## src/rtl/cbl_pkg.sv

```systemverilog
package cbl_pkg;

    // Session modes
    typedef enum logic [1:0] {
        MODE_WAIT   = 2'd0,
        MODE_ACTIVE = 2'd1,
        MODE_DONE   = 2'd2
    } cbl_mode_t;

    // Command class decided by the front end
    typedef enum logic [2:0] {
        KIND_ACK   = 3'd0,
        KIND_ERASE = 3'd1,
        KIND_WRITE = 3'd2,
        KIND_BOOT  = 3'd3,
        KIND_NAK   = 3'd4
    } cbl_kind_t;

    // Opcodes in identifier bits 19..16
    localparam logic [3:0] OP_ACK    = 4'd0;
    localparam logic [3:0] OP_ERASE  = 4'd1;
    localparam logic [3:0] OP_WRITE  = 4'd2;
    localparam logic [3:0] OP_FINISH = 4'd3;

    localparam logic REPLY_ACK = 1'b0;
    localparam logic REPLY_NAK = 1'b1;

    localparam logic [1:0] ACT_NONE  = 2'd0;
    localparam logic [1:0] ACT_ERASE = 2'd1;
    localparam logic [1:0] ACT_WRITE = 2'd2;
    localparam logic [1:0] ACT_BOOT  = 2'd3;

    // Configuration register indexes
    localparam logic [2:0] REG_HEADER_VALUE = 3'd0;
    localparam logic [2:0] REG_ENTER_ID     = 3'd1;
    localparam logic [2:0] REG_ERASE_TAG    = 3'd2;
    localparam logic [2:0] REG_WRITE_LIMIT  = 3'd3;
    localparam logic [2:0] REG_APP_BASE     = 3'd4;

    localparam int MAX_LEN = 8;

    // Shift for the reciprocal multiply that divides a 16-bit offset by the
    // flash word size (at most 8, so 16 + 3 bits keeps the quotient exact).
    localparam int RECIP_SHIFT = 19;

    typedef struct packed {
        logic [8:0]  header_value;
        logic [28:0] enter_id;
        logic [15:0] erase_tag;
        logic [15:0] write_limit;
        logic [31:0] app_base;
    } cbl_cfg_t;

    typedef struct packed {
        cbl_kind_t   kind;
        logic [15:0] offset;
        logic [15:0] offset_quot;
        logic [3:0]  len;
        logic [63:0] payload;
        logic        busy;
    } cbl_cmd_t;

endpackage

```

## src/rtl/cbl_front.sv

```systemverilog
module cbl_front
    import cbl_pkg::*;
#(
    parameter int FLASH_WORD_BYTES = 2
)
(
    input  logic        clk,
    input  logic        rst_n,
    input  cbl_cfg_t    cfg,
    input  logic        in_valid,
    input  logic        queue_full,
    input  logic        rx_ok,
    input  logic        ext_id,
    input  logic [28:0] frame_id,
    input  logic [3:0]  frame_len,
    input  logic [63:0] frame_payload,
    output logic        push,
    output cbl_cmd_t    cmd
);

    localparam int WORD    = (FLASH_WORD_BYTES < 1) ? 1 : FLASH_WORD_BYTES;
    localparam int RECIP   = ((1 << RECIP_SHIFT) + WORD - 1) / WORD;
    localparam int RECIP_W = RECIP_SHIFT + 1;

    cbl_mode_t mode_reg;
    cbl_mode_t mode_next;

    logic                    accept;
    logic [3:0]              opcode;
    logic [15:0]             embedded;
    logic [RECIP_W+15:0]     recip_prod;

    assign accept   = in_valid & ~queue_full;
    assign opcode   = frame_id[19:16];
    assign embedded = frame_id[15:0];

    // offset / word via reciprocal multiply
    assign recip_prod = (RECIP_W + 16)'(embedded) * (RECIP_W + 16)'(RECIP);

    always_ff @(posedge clk or negedge rst_n)
    begin
        if (!rst_n)
        begin
            mode_reg <= MODE_WAIT;
        end
        else
        begin
            mode_reg <= mode_next;
        end
    end

    always_comb
    begin
        mode_next       = mode_reg;
        push            = 1'b0;
        cmd.kind        = KIND_ACK;
        cmd.offset      = embedded;
        cmd.offset_quot = recip_prod[RECIP_SHIFT+15:RECIP_SHIFT];
        cmd.len         = frame_len;
        cmd.payload     = frame_payload;
        if (accept && rx_ok && ext_id)
        begin
            case (mode_reg)
                MODE_WAIT:
                begin
                    if (frame_len == 4'd0 && frame_id == cfg.enter_id)
                    begin
                        mode_next = MODE_ACTIVE;
                        push      = 1'b1;
                        cmd.kind  = KIND_ACK;
                    end
                end
                MODE_ACTIVE:
                begin
                    if (frame_id[28:20] == cfg.header_value)
                    begin
                        push = 1'b1;
                        case (opcode)
                            OP_ACK:   cmd.kind = KIND_ACK;
                            OP_ERASE: cmd.kind = (embedded == cfg.erase_tag) ?
                                                 KIND_ERASE : KIND_NAK;
                            OP_WRITE: cmd.kind = KIND_WRITE;
                            OP_FINISH:
                            begin
                                cmd.kind  = KIND_BOOT;
                                mode_next = MODE_DONE;
                            end
                            default:  cmd.kind = KIND_NAK;
                        endcase
                    end
                end
                default:
                begin
                    mode_next = mode_reg;
                end
            endcase
        end
        cmd.busy = (mode_next == MODE_ACTIVE);
    end

endmodule

```

## src/rtl/cbl_fifo.sv

```systemverilog
module cbl_fifo
    import cbl_pkg::*;
(
    input  logic     clk,
    input  logic     rst_n,
    input  logic     push,
    input  cbl_cmd_t push_cmd,
    input  logic     pop,
    output logic     full,
    output logic     not_empty,
    output cbl_cmd_t head
);

    localparam int DEPTH = 2;
    localparam int PTR_W = $clog2(DEPTH);

    cbl_cmd_t               mem [DEPTH];
    logic [PTR_W-1:0]       wr_ptr_reg;
    logic [PTR_W-1:0]       rd_ptr_reg;
    logic [PTR_W:0]         count_reg;
    logic [PTR_W:0]         count_next;

    assign full      = (count_reg == (PTR_W + 1)'(DEPTH));
    assign not_empty = (count_reg != '0);
    assign head      = mem[rd_ptr_reg];

    always_comb
    begin
        count_next = count_reg;
        if (push && !pop)
        begin
            count_next = count_reg + 1'b1;
        end
        else if (pop && !push)
        begin
            count_next = count_reg - 1'b1;
        end
    end

    always_ff @(posedge clk or negedge rst_n)
    begin
        if (!rst_n)
        begin
            wr_ptr_reg <= '0;
            rd_ptr_reg <= '0;
            count_reg  <= '0;
        end
        else
        begin
            if (push)
            begin
                wr_ptr_reg <= wr_ptr_reg + 1'b1;
            end
            if (pop)
            begin
                rd_ptr_reg <= rd_ptr_reg + 1'b1;
            end
            count_reg <= count_next;
        end
    end

    always_ff @(posedge clk)
    begin
        if (push)
        begin
            mem[wr_ptr_reg] <= push_cmd;
        end
    end

endmodule

```

## src/rtl/cbl_back.sv

```systemverilog
module cbl_back
    import cbl_pkg::*;
#(
    parameter int FLASH_WORD_BYTES = 2
)
(
    input  logic        clk,
    input  logic        rst_n,
    input  cbl_cfg_t    cfg,
    input  logic        cmd_valid,
    input  cbl_cmd_t    cmd,
    output logic        pop,
    output logic        out_valid,
    input  logic        out_stall,
    output logic        reply,
    output logic [1:0]  action,
    output logic [31:0] write_address,
    output logic [3:0]  write_length,
    output logic [63:0] write_data,
    output logic        busy_res
);

    localparam int WORD = (FLASH_WORD_BYTES < 1) ? 1 : FLASH_WORD_BYTES;

    logic        out_valid_reg;
    logic        reply_reg,   reply_next;
    logic [1:0]  action_reg,  action_next;
    logic [31:0] addr_reg,    addr_next;
    logic [3:0]  len_reg,     len_next;
    logic [63:0] data_reg,    data_next;
    logic        busy_reg;

    logic [18:0] quot_back;
    logic        offset_aligned;
    logic        len_aligned;
    logic        write_ok;
    logic [63:0] masked_data;

    assign pop = cmd_valid & (~out_valid_reg | ~out_stall);

    // quotient times word equals offset exactly when offset is aligned
    assign quot_back      = 19'(cmd.offset_quot) * 19'(WORD);
    assign offset_aligned = (quot_back == 19'(cmd.offset));

    always_comb
    begin
        len_aligned = 1'b0;
        for (int k = 0; k <= MAX_LEN; k++)
        begin
            if (7'(k * WORD) == 7'(cmd.len))
            begin
                len_aligned = 1'b1;
            end
        end
    end

    always_comb
    begin
        for (int b = 0; b < MAX_LEN; b++)
        begin
            masked_data[b*8 +: 8] = (4'(b) < cmd.len) ? cmd.payload[b*8 +: 8] : 8'd0;
        end
    end

    assign write_ok = (cmd.len <= 4'(MAX_LEN)) & offset_aligned & len_aligned
                      & (cmd.offset < cfg.write_limit);

    always_comb
    begin
        reply_next  = REPLY_ACK;
        action_next = ACT_NONE;
        addr_next   = '0;
        len_next    = '0;
        data_next   = '0;
        case (cmd.kind)
            KIND_ACK:   action_next = ACT_NONE;
            KIND_ERASE: action_next = ACT_ERASE;
            KIND_BOOT:  action_next = ACT_BOOT;
            KIND_WRITE:
            begin
                if (write_ok)
                begin
                    action_next = ACT_WRITE;
                    addr_next   = cfg.app_base + 32'(cmd.offset);
                    len_next    = cmd.len;
                    data_next   = masked_data;
                end
                else
                begin
                    reply_next = REPLY_NAK;
                end
            end
            default:    reply_next = REPLY_NAK;
        endcase
    end

    always_ff @(posedge clk or negedge rst_n)
    begin
        if (!rst_n)
        begin
            out_valid_reg <= 1'b0;
        end
        else if (pop)
        begin
            out_valid_reg <= 1'b1;
        end
        else if (!out_stall)
        begin
            out_valid_reg <= 1'b0;
        end
    end

    always_ff @(posedge clk)
    begin
        if (pop)
        begin
            reply_reg  <= reply_next;
            action_reg <= action_next;
            addr_reg   <= addr_next;
            len_reg    <= len_next;
            data_reg   <= data_next;
            busy_reg   <= cmd.busy;
        end
    end

    assign out_valid     = out_valid_reg;
    assign reply         = reply_reg;
    assign action        = action_reg;
    assign write_address = addr_reg;
    assign write_length  = len_reg;
    assign write_data    = data_reg;
    assign busy_res      = busy_reg;

endmodule

```

## src/rtl/can_bootloader_command_decoder.sv

```systemverilog
// Channel  Direction  Handshake             Payload
// -------  ---------  --------------------  ---------------------------------------------
// in       receive    in_valid / in_stall   rx_ok, ext_id, frame_id, frame_len, frame_payload
// out      send       out_valid / out_stall reply, action, write_address, write_length,
//                                           write_data, busy_res
// cfg      write      cfg_we                cfg_index, cfg_data
//
// One frame transfer per cycle is taken while the two-entry command queue has room.
// A frame that yields a reply is written into the command queue and waits at the queue
// head until the output register can take it, then loads the output register; the reply
// transfer completes once out_stall is low.
// in_stall is high only while the queue is full; the queue fills only when out_stall
// holds the output register.
// Reset (rst_n, async, active low) returns the session to waiting, empties the queue
// and the output register, and loads the register defaults.
module can_bootloader_command_decoder
    import cbl_pkg::*;
#(
    parameter int FLASH_WORD_BYTES = 2
)
(
    input  logic        clk,
    input  logic        rst_n,

    input  logic        cfg_we,
    input  logic [2:0]  cfg_index,
    input  logic [31:0] cfg_data,

    input  logic        in_valid,
    output logic        in_stall,
    input  logic        rx_ok,
    input  logic        ext_id,
    input  logic [28:0] frame_id,
    input  logic [3:0]  frame_len,
    input  logic [63:0] frame_payload,

    output logic        out_valid,
    input  logic        out_stall,
    output logic        reply,
    output logic [1:0]  action,
    output logic [31:0] write_address,
    output logic [3:0]  write_length,
    output logic [63:0] write_data,
    output logic        busy_res
);

    cbl_cfg_t cfg_reg;

    logic     push;
    logic     pop;
    logic     queue_full;
    logic     queue_not_empty;
    cbl_cmd_t front_cmd;
    cbl_cmd_t head_cmd;

    // Configuration registers; writes must only happen while idle, which the block does not enforce.
    always_ff @(posedge clk or negedge rst_n)
    begin
        if (!rst_n)
        begin
            cfg_reg.header_value <= 9'd239;
            cfg_reg.enter_id     <= 29'd250609664;
            cfg_reg.erase_tag    <= 16'd23130;
            cfg_reg.write_limit  <= 16'd26624;
            cfg_reg.app_base     <= 32'd134217728;
        end
        else if (cfg_we)
        begin
            case (cfg_index)
                REG_HEADER_VALUE: cfg_reg.header_value <= cfg_data[8:0];
                REG_ENTER_ID:     cfg_reg.enter_id     <= cfg_data[28:0];
                REG_ERASE_TAG:    cfg_reg.erase_tag    <= cfg_data[15:0];
                REG_WRITE_LIMIT:  cfg_reg.write_limit  <= cfg_data[15:0];
                REG_APP_BASE:     cfg_reg.app_base     <= cfg_data;
                default:          cfg_reg.app_base     <= cfg_reg.app_base;
            endcase
        end
    end

    assign in_stall = queue_full;

    // Front: session tracking and opcode classification
    cbl_front #(
        .FLASH_WORD_BYTES (FLASH_WORD_BYTES)
    ) u_front (
        .clk           (clk),
        .rst_n         (rst_n),
        .cfg           (cfg_reg),
        .in_valid      (in_valid),
        .queue_full    (queue_full),
        .rx_ok         (rx_ok),
        .ext_id        (ext_id),
        .frame_id      (frame_id),
        .frame_len     (frame_len),
        .frame_payload (frame_payload),
        .push          (push),
        .cmd           (front_cmd)
    );

    // Command queue decoupling classification from result formatting
    cbl_fifo u_fifo (
        .clk       (clk),
        .rst_n     (rst_n),
        .push      (push),
        .push_cmd  (front_cmd),
        .pop       (pop),
        .full      (queue_full),
        .not_empty (queue_not_empty),
        .head      (head_cmd)
    );

    // Back: write checks, address add, data masking, output register
    cbl_back #(
        .FLASH_WORD_BYTES (FLASH_WORD_BYTES)
    ) u_back (
        .clk           (clk),
        .rst_n         (rst_n),
        .cfg           (cfg_reg),
        .cmd_valid     (queue_not_empty),
        .cmd           (head_cmd),
        .pop           (pop),
        .out_valid     (out_valid),
        .out_stall     (out_stall),
        .reply         (reply),
        .action        (action),
        .write_address (write_address),
        .write_length  (write_length),
        .write_data    (write_data),
        .busy_res      (busy_res)
    );

endmodule
```

## config.mk

```make
export PLATFORM = sky130hd
export DESIGN_NAME = can_bootloader_command_decoder
export DESIGN_NICKNAME = d
export VERILOG_FILES = /design/src/rtl/cbl_pkg.sv /design/src/rtl/cbl_front.sv /design/src/rtl/cbl_fifo.sv /design/src/rtl/cbl_back.sv /design/src/rtl/can_bootloader_command_decoder.sv
export SDC_FILE = /design/constraint.sdc
export NUM_CORES = 1
export LEC_CHECK = 0
export ABC_AREA = 1
export BUFFER_PORTS_ARGS = -buffer_cell sky130_fd_sc_hd__buf_2
export CAP_MARGIN = 20
export CORE_MARGIN = 2
export CORE_UTILIZATION = 49
export DETAILED_ROUTE_END_ITERATION = 8
export MAX_ROUTING_LAYER = met4
export PLACE_DENSITY = 0.7
export SLEW_MARGIN = 20
export SYNTH_ARGS = -nofsm -noshare
export SYNTH_HDL_FRONTEND = slang
export SYNTH_SLANG_ARGS = --single-unit
```

## constraint.sdc

```tcl
create_clock -name clk -period 13.3 [get_ports clk]
set_input_delay 1.33 -clock clk [delete_from_list [all_inputs] [get_ports clk]]
set_output_delay 1.33 -clock clk [all_outputs]
set_load 0.02 [all_outputs]
```

======== Yosys cells after proc, flatten, opt, wreduce, memory -nomap -nowiden ========
Memory sizes are Yosys's and may differ from the RTL's.
Cells that the tools add are included.
word-level totals
  register bits after elaboration ......... 213
  bits in writable memories ............... 206
  bits of input ports ..................... 139
  output and inout bits ................... 106
  word-level logic and storage cells ...... 135
  memories kept ........................... 1
memory list
  name        depth  bits a word  rd ports  clocked after Yosys merged registers in  write ports  RTL line        source
  u_fifo.mem  2      103          1         0                                        1            cbl_fifo.sv:17  cbl_cmd_t mem [DEPTH];
cells by class
  add/subtract/negate cells ............... 5
  magnitude comparators ................... 10
  equality and inequality tests ........... 25
  mux-type cells .......................... 32
  bitwise logic cells ..................... 9
  reductions and logical operators ........ 30
operator list
  kind                  number
  $add A32 B16 Y32      1
  $eq A29 B29 Y1        1
  $reduce_and A3 Y1     8
  $eq A17 B16 Y1        1
  $eq A16 B16 Y1        1
  $eq A4 B4 Y1 const A  4
  $lt A16 B16 Y1        1
  $lt A3 B4 Y1 const A  4
  $mux W1               16
  $mux W2               7
  $eq A3 B2 Y1 const B  4
  $logic_not A4 Y1      3
  $mux W3               4
  $pmux W3 S4           1
  $reduce_and A2 Y1     6
  $eq A9 B9 Y1          1
  $eq A3 B4 Y1 const A  2
  $eq A4 B2 Y1 const B  2
  $lt A1 B4 Y1 const A  2
  $lt A2 B4 Y1 const A  2
  $eq A3 B1 Y1 const B  2
  $logic_not A3 Y1      2
  $pmux W2 S3           1
  $and A1 B1 Y1         5
  19 further kinds      30

======== Depth between registers and ports, before layout ========
An unclocked memory read counts as a cell.
  depth after elaboration ................. 14
  depth in mapped cells ................... 20
  gate-level depth less buffers ........... 17

======== Hierarchy ========
A second synthesis with hierarchy kept.
unflattened totals
  cells, all modules ...................... 1943
  area total of the unflattened synthesis .. 20204.4 um^2
modules (own cells, without submodules)
  module                          times used  cells an instance  area an instance (um^2)  seq. area each (um^2)
  cbl_fifo                        1           349                7962.6                   6346.1
  cbl_back                        1           793                6273.5                   3148.0
  can_bootloader_command_decoder  1           453                4055.1                   2585.0
  cbl_front                       1           348                1913.1                   50.0

======== Worst setup path before layout ========
Ideal clock, no wire load.
  kind .................................... input -> register
  from .................................... input port frame_id[22]
  to ...................................... memory u_fifo.mem[0][0] (netlist name), enable pin
  library setup time ...................... 0.564 ns
  arrival ................................. 6.423 ns
  required time ........................... 12.736 ns
  path slack .............................. 6.313 ns
  cell stages on the path ................. 7
  buffers on the path ..................... 0
  path through ............................ inv_1 > or2_2 > nand3_1 > nor4_1 > and2_1 > nand2_1 > a21oi_1
on the way
  longest elaborated chain between the ends .. 7
  elaborated cells on any way between the ends .. 9
  classes of those cells .................. 2 x eq/ne; 6 x mux; 1 x reduce/logical
RTL lines
  element                          RTL line                              source
  from (decl)                      can_bootloader_command_decoder.sv:33  input logic [28:0] frame_id,
  $eq A29 B29 Y1                   cbl_front.sv:66                       if (frame_len == 4'd0 && frame_id == cfg.enter_id)
  $logic_and A1 B1 Y1              cbl_front.sv:66
  $mux W1                          cbl_front.sv:66
  $pmux W1 S2 *                    cbl_front.sv:63                       case (mode_reg)
  $mux W1 *                        cbl_front.sv:61                       if (accept && rx_ok && ext_id)
  $mux W1 *                        cbl_fifo.sv:64                        if (push)
  $mux W1 (not written as such) *  cbl_fifo.sv:66                        mem[wr_ptr_reg] <= push_cmd;
  to (decl)                        cbl_fifo.sv:17
Mark *: on every way between the ends. The rest lies on a longest branch, timed or not.

======== Final worst setup path ========
  from .................................... register u_fifo.rd_ptr_reg
  to ...................................... register u_back.data_reg[32] (netlist: u_back.write_data[32]), data pin
on the way
  longest elaborated chain between the ends .. 13
  elaborated cells on any way between the ends .. 26
  classes of those cells .................. 3 x order compare; 9 x eq/ne; 8 x mux; 3 x bitwise; 2 x reduce/logical; 1 x memory
RTL lines
  element                      RTL line         source
  from (decl)                  cbl_fifo.sv:19   logic [PTR_W-1:0] rd_ptr_reg;
  from (signal assigned)       cbl_fifo.sv:56   rd_ptr_reg <= rd_ptr_reg + 1'b1;
  $mem_v2 Z2 W103 *            -
  $logic_not A4 Y1             cbl_back.sv:50   if (7'(k * WORD) == 7'(cmd.len))
  $mux W1 (8 in a row)         cbl_back.sv:50
  $and A1 B1 Y1                cbl_back.sv:65   assign write_ok = (cmd.len <= 4'(MAX_LEN)) & offset_aligned & len_aligned
  $and A1 B1 Y1                cbl_back.sv:66   & (cmd.offset < cfg.write_limit);
  $reduce_and A3 Y1 (no line)  -
  to (signal assigned)         cbl_back.sv:121  data_reg <= data_next;
  to (decl)                    cbl_back.sv:30   logic [63:0] data_reg, data_next;
Marked as above.
A chain may end at the register's enable or synchronous reset.

==> results.cfg <==
[power_and_ir_drop]
leakage_nw = 9.19
powerDensity_nw_per_um2 = 143
vdd_drop_max_mv = 0.0979

[sta]
rsz0062_at_grt = false
drv_slew = 0
slew_headroom_pct = 27.5
setup_ws_ns = 9.20
final.period_utilization_pct = 30.9
fmax_mhz = 244
min_period_ns = 4.10
tightest_slew_ns = 1.09
finalHoldViolations = 0
finalSetupViolations = 0
tns_ns = 0
skew_ns = 0.0251

[floorplanning]
start_util_pct = 50.1
io_pins = 245
die_y_um = 190
row_count = 67
fp.dieW_um = 190
dieArea_um2 = 36000
core-area_um2 = 33700

[global_route]
grt_pass1_wl_mm = 63.1
first_global_vias = 11400
grt.overflow.total = 0
grt_max_degree = 76
antenna_found_initial = 6
track_usage_pct = 23.5

[layout]
area_growth_pct = 18.7
drive_gt1_share_pct = 22.2
fill_cells = 2783
final_nets = 1963
regArea_um2 = 11200
multi_input_area_um2 = 5020
largest_register_ff_count = 176
fin_util_pct = 59.5
stdcell_area_um2 = 20000

[worst_setup_path]
worstReg2RegEnd = u_back.write_data[32]$_SDFFCE_PN0P_
worst_setup_path_end_kind = flop
r2r-start = u_fifo.rd_ptr_reg$_DFFE_PN0P_
path_class = flop to flop
crit_path_start_kind = flop
reg2reg_setup_slack_ns = 9.20
crit_arrival_ns = 4.48
required_ns = 13.67
cp_max_fo = 40
reg2regPathDepth = 15

[detailed_routing]
viasPerCell = 5.16
dr_wl_met3_mm = 2.66
drt-met1-wl_mm = 18.1
ant_nets = 0
routedWlPerCell_um = 18.0
highest-signal-layer = met4
dr.first_iter.drc_count = 930
met2WireLength_mm = 18.9
drc_errors = 0
vias = 11700
first_pass_iters = 5
postRouteWirelength_mm = 40.8

[min_path]
min_path_type = flop to flop
hold_end = cfg_reg[38]$_DFFE_PN0P_
hold_path_depth = 2
worstHoldStart = cfg_reg[38]$_DFFE_PN0P_

[place]
io_buffers = 244
routabilityCongestion = 0.962
hpwl_mm = 29.2
dp_worst_setup_slack_ns = 8.66
dpl_cell_area_um2 = 18600

[clock_tree]
clk_pin_slew_ns = 0.06
insertion_delay_ns = 0.56
cts_setup_buffers = 0
cts_buffer_depth = 3
cts_root_buf = clkbuf_16
ctsResizeCount = 0
cts_hold_buffers = 0
cts_tree = built
numCtsBuffers = 41
htreeDepth = 2
clock_sinks = 389

[logic_synthesis]
synth_cells = 1535
ys_seq_area_share_pct = 66.1
synth.avg_cell_area_um2 = 11.0
synth_edf_count = 280
synthArstFlopShare_pct = 28.0
syn-num-nets = 1707
synth_top_cell_area_share_pct = 49.8
syn_area_um2 = 16900
synthFlopType = edfxtp_1
synth_common_cells = nand2_1, edfxtp_1, inv_1
yosysWarnings = 0
synth_cell_types = 45
yosysMostFrequentCell = nand2_1
synth-seq-cells = 389
ys_top_cells_by_area = edfxtp_1, dfrtp_1, nand2_1, dfstp_2, o21ai_0
yosysTopAreaCell = edfxtp_1

[run_status]
outcome = complete, no violations

[flow_run]
drv_cap = 0
[metrics by stage]
step | std cells | total power [mW] | hold slack [ns]
6_report | 2275 | 2.87 | 0.488
5_1_grt | 2275 | 2.99 | 0.510
4_1_cts | 2269 | 2.89 | 0.488
3_5_place_dp | 2195 | 1.72 | 0.474
3_3_place_gp | 2195 | 1.71 | 0.467
2_1_floorplan | 1535 | 1.61 | 0.453
[layout by cell type (no fill, tap or decap), types with 3 or more instances in the layout]
| master | n |
|---|---|
| nand2_1 | 373 |
| edfxtp_1 | 280 |
| buf_2 | 243 |
| inv_1 | 145 |
| nor2_1 | 115 |
| o21ai_0 | 111 |
| dfrtp_1 | 82 |
| a21oi_1 | 57 |
| nand3_1 | 48 |
| mux2i_1 | 48 |
| clkbuf_16 | 41 |
| or2_2 | 35 |
| nor3_1 | 32 |
| ha_1 | 32 |
| nand4_1 | 28 |
| dfstp_2 | 26 |
| xnor2_1 | 16 |
| xor2_1 | 15 |
| clkinv_2 | 12 |
| buf_4 | 10 |
| clkinvlp_4 | 6 |
| bufinv_16 | 6 |
| diode_2 | 5 |
| nor3_2 | 5 |
| nor4_1 | 4 |
| nand3b_1 | 4 |
| o21a_1 | 3 |
| o21bai_1 | 3 |
| and2_1 | 3 |
| clkinv_1 | 3 |
[where the power goes]
part | switching [mW] | leakage [nW] | internal, mW | total (mW)
Clock | 0.483 | 0.671 | 0.689 | 1.17
Combinational | 0.167 | 4.42 | 0.108 | 0.275
Sequential | 0.0579 | 4.10 | 1.37 | 1.42
[logic make-up (layout without fill, tap and decap cells)]
logic type / after synthesis / after routing / share of synthesized area [%]
flip-flops: 389 / 389 / 66.1
AO/OA/AOI/OAI: 183 / 183 / 5.62
other: 1 / 6 / 0.0222
adder cells (fa/ha/maj): 33 / 33 / 2.49
XOR/XNOR: 31 / 31 / 1.61
buffers and inverters: 190 / 477 / 4.38
multiplexers: 49 / 49 / 2.91
AND/OR/NAND/NOR: 659 / 659 / 16.8
[critical path, cell delays in order, from the launching register on]
cell and delay (ns):
dfrtp_4 0.60, inv_2 0.61, or2_2 0.22, o21ai_0 0.22
inv_1 0.17, ha_1 0.24, nand2_1 0.07, nand2_1 0.04
nand2_1 0.05, nand2_1 0.06, nand2_1 0.06, nand2_1 0.04
nand2_1 0.21, nand4_1 0.67, buf_4 0.48, nor3_1 0.18
[area by class of cell]
type,instances,share of cell area [%]
sequential,389,55.7
multi-input combinational,956,25.1
inverter,149,2.81
clock buffer,43,5.16
clock inverter,31,1.84
timing repair buffer,254,6.52
antenna,5,0.0624
tap,448,2.80
[worst max path at each step]
stage                             startpoint                             endpoint  slack (ns)  depth (start not counted)
3_3_place_gp                    frame_id[22]          u_fifo.mem[0][61]$_DFFE_PP_        8.70                          9
4_1_cts        u_fifo.rd_ptr_reg$_DFFE_PN0P_  u_back.write_data[32]$_SDFFCE_PN0P_        9.16                         15
6_report       u_fifo.rd_ptr_reg$_DFFE_PN0P_  u_back.write_data[32]$_SDFFCE_PN0P_        9.20                         15
3_5_place_dp                    frame_id[22]           u_fifo.mem[0][7]$_DFFE_PP_        8.66                          9
5_1_grt        u_fifo.rd_ptr_reg$_DFFE_PN0P_  u_back.write_data[34]$_SDFFCE_PN0P_        8.84                         15
2_1_floorplan                   frame_id[22]           u_fifo.mem[0][0]$_DFFE_PP_        6.31                          7
[layer usage]
metal	vias to the layer above	global-route usage (%)
li1	5710	-
met5	-	-
met1	5555	32.3
met2	391	36.5
met3	72	3.71
met4	0	7.19
No activity file was read; power rests on OpenSTA's default activity.
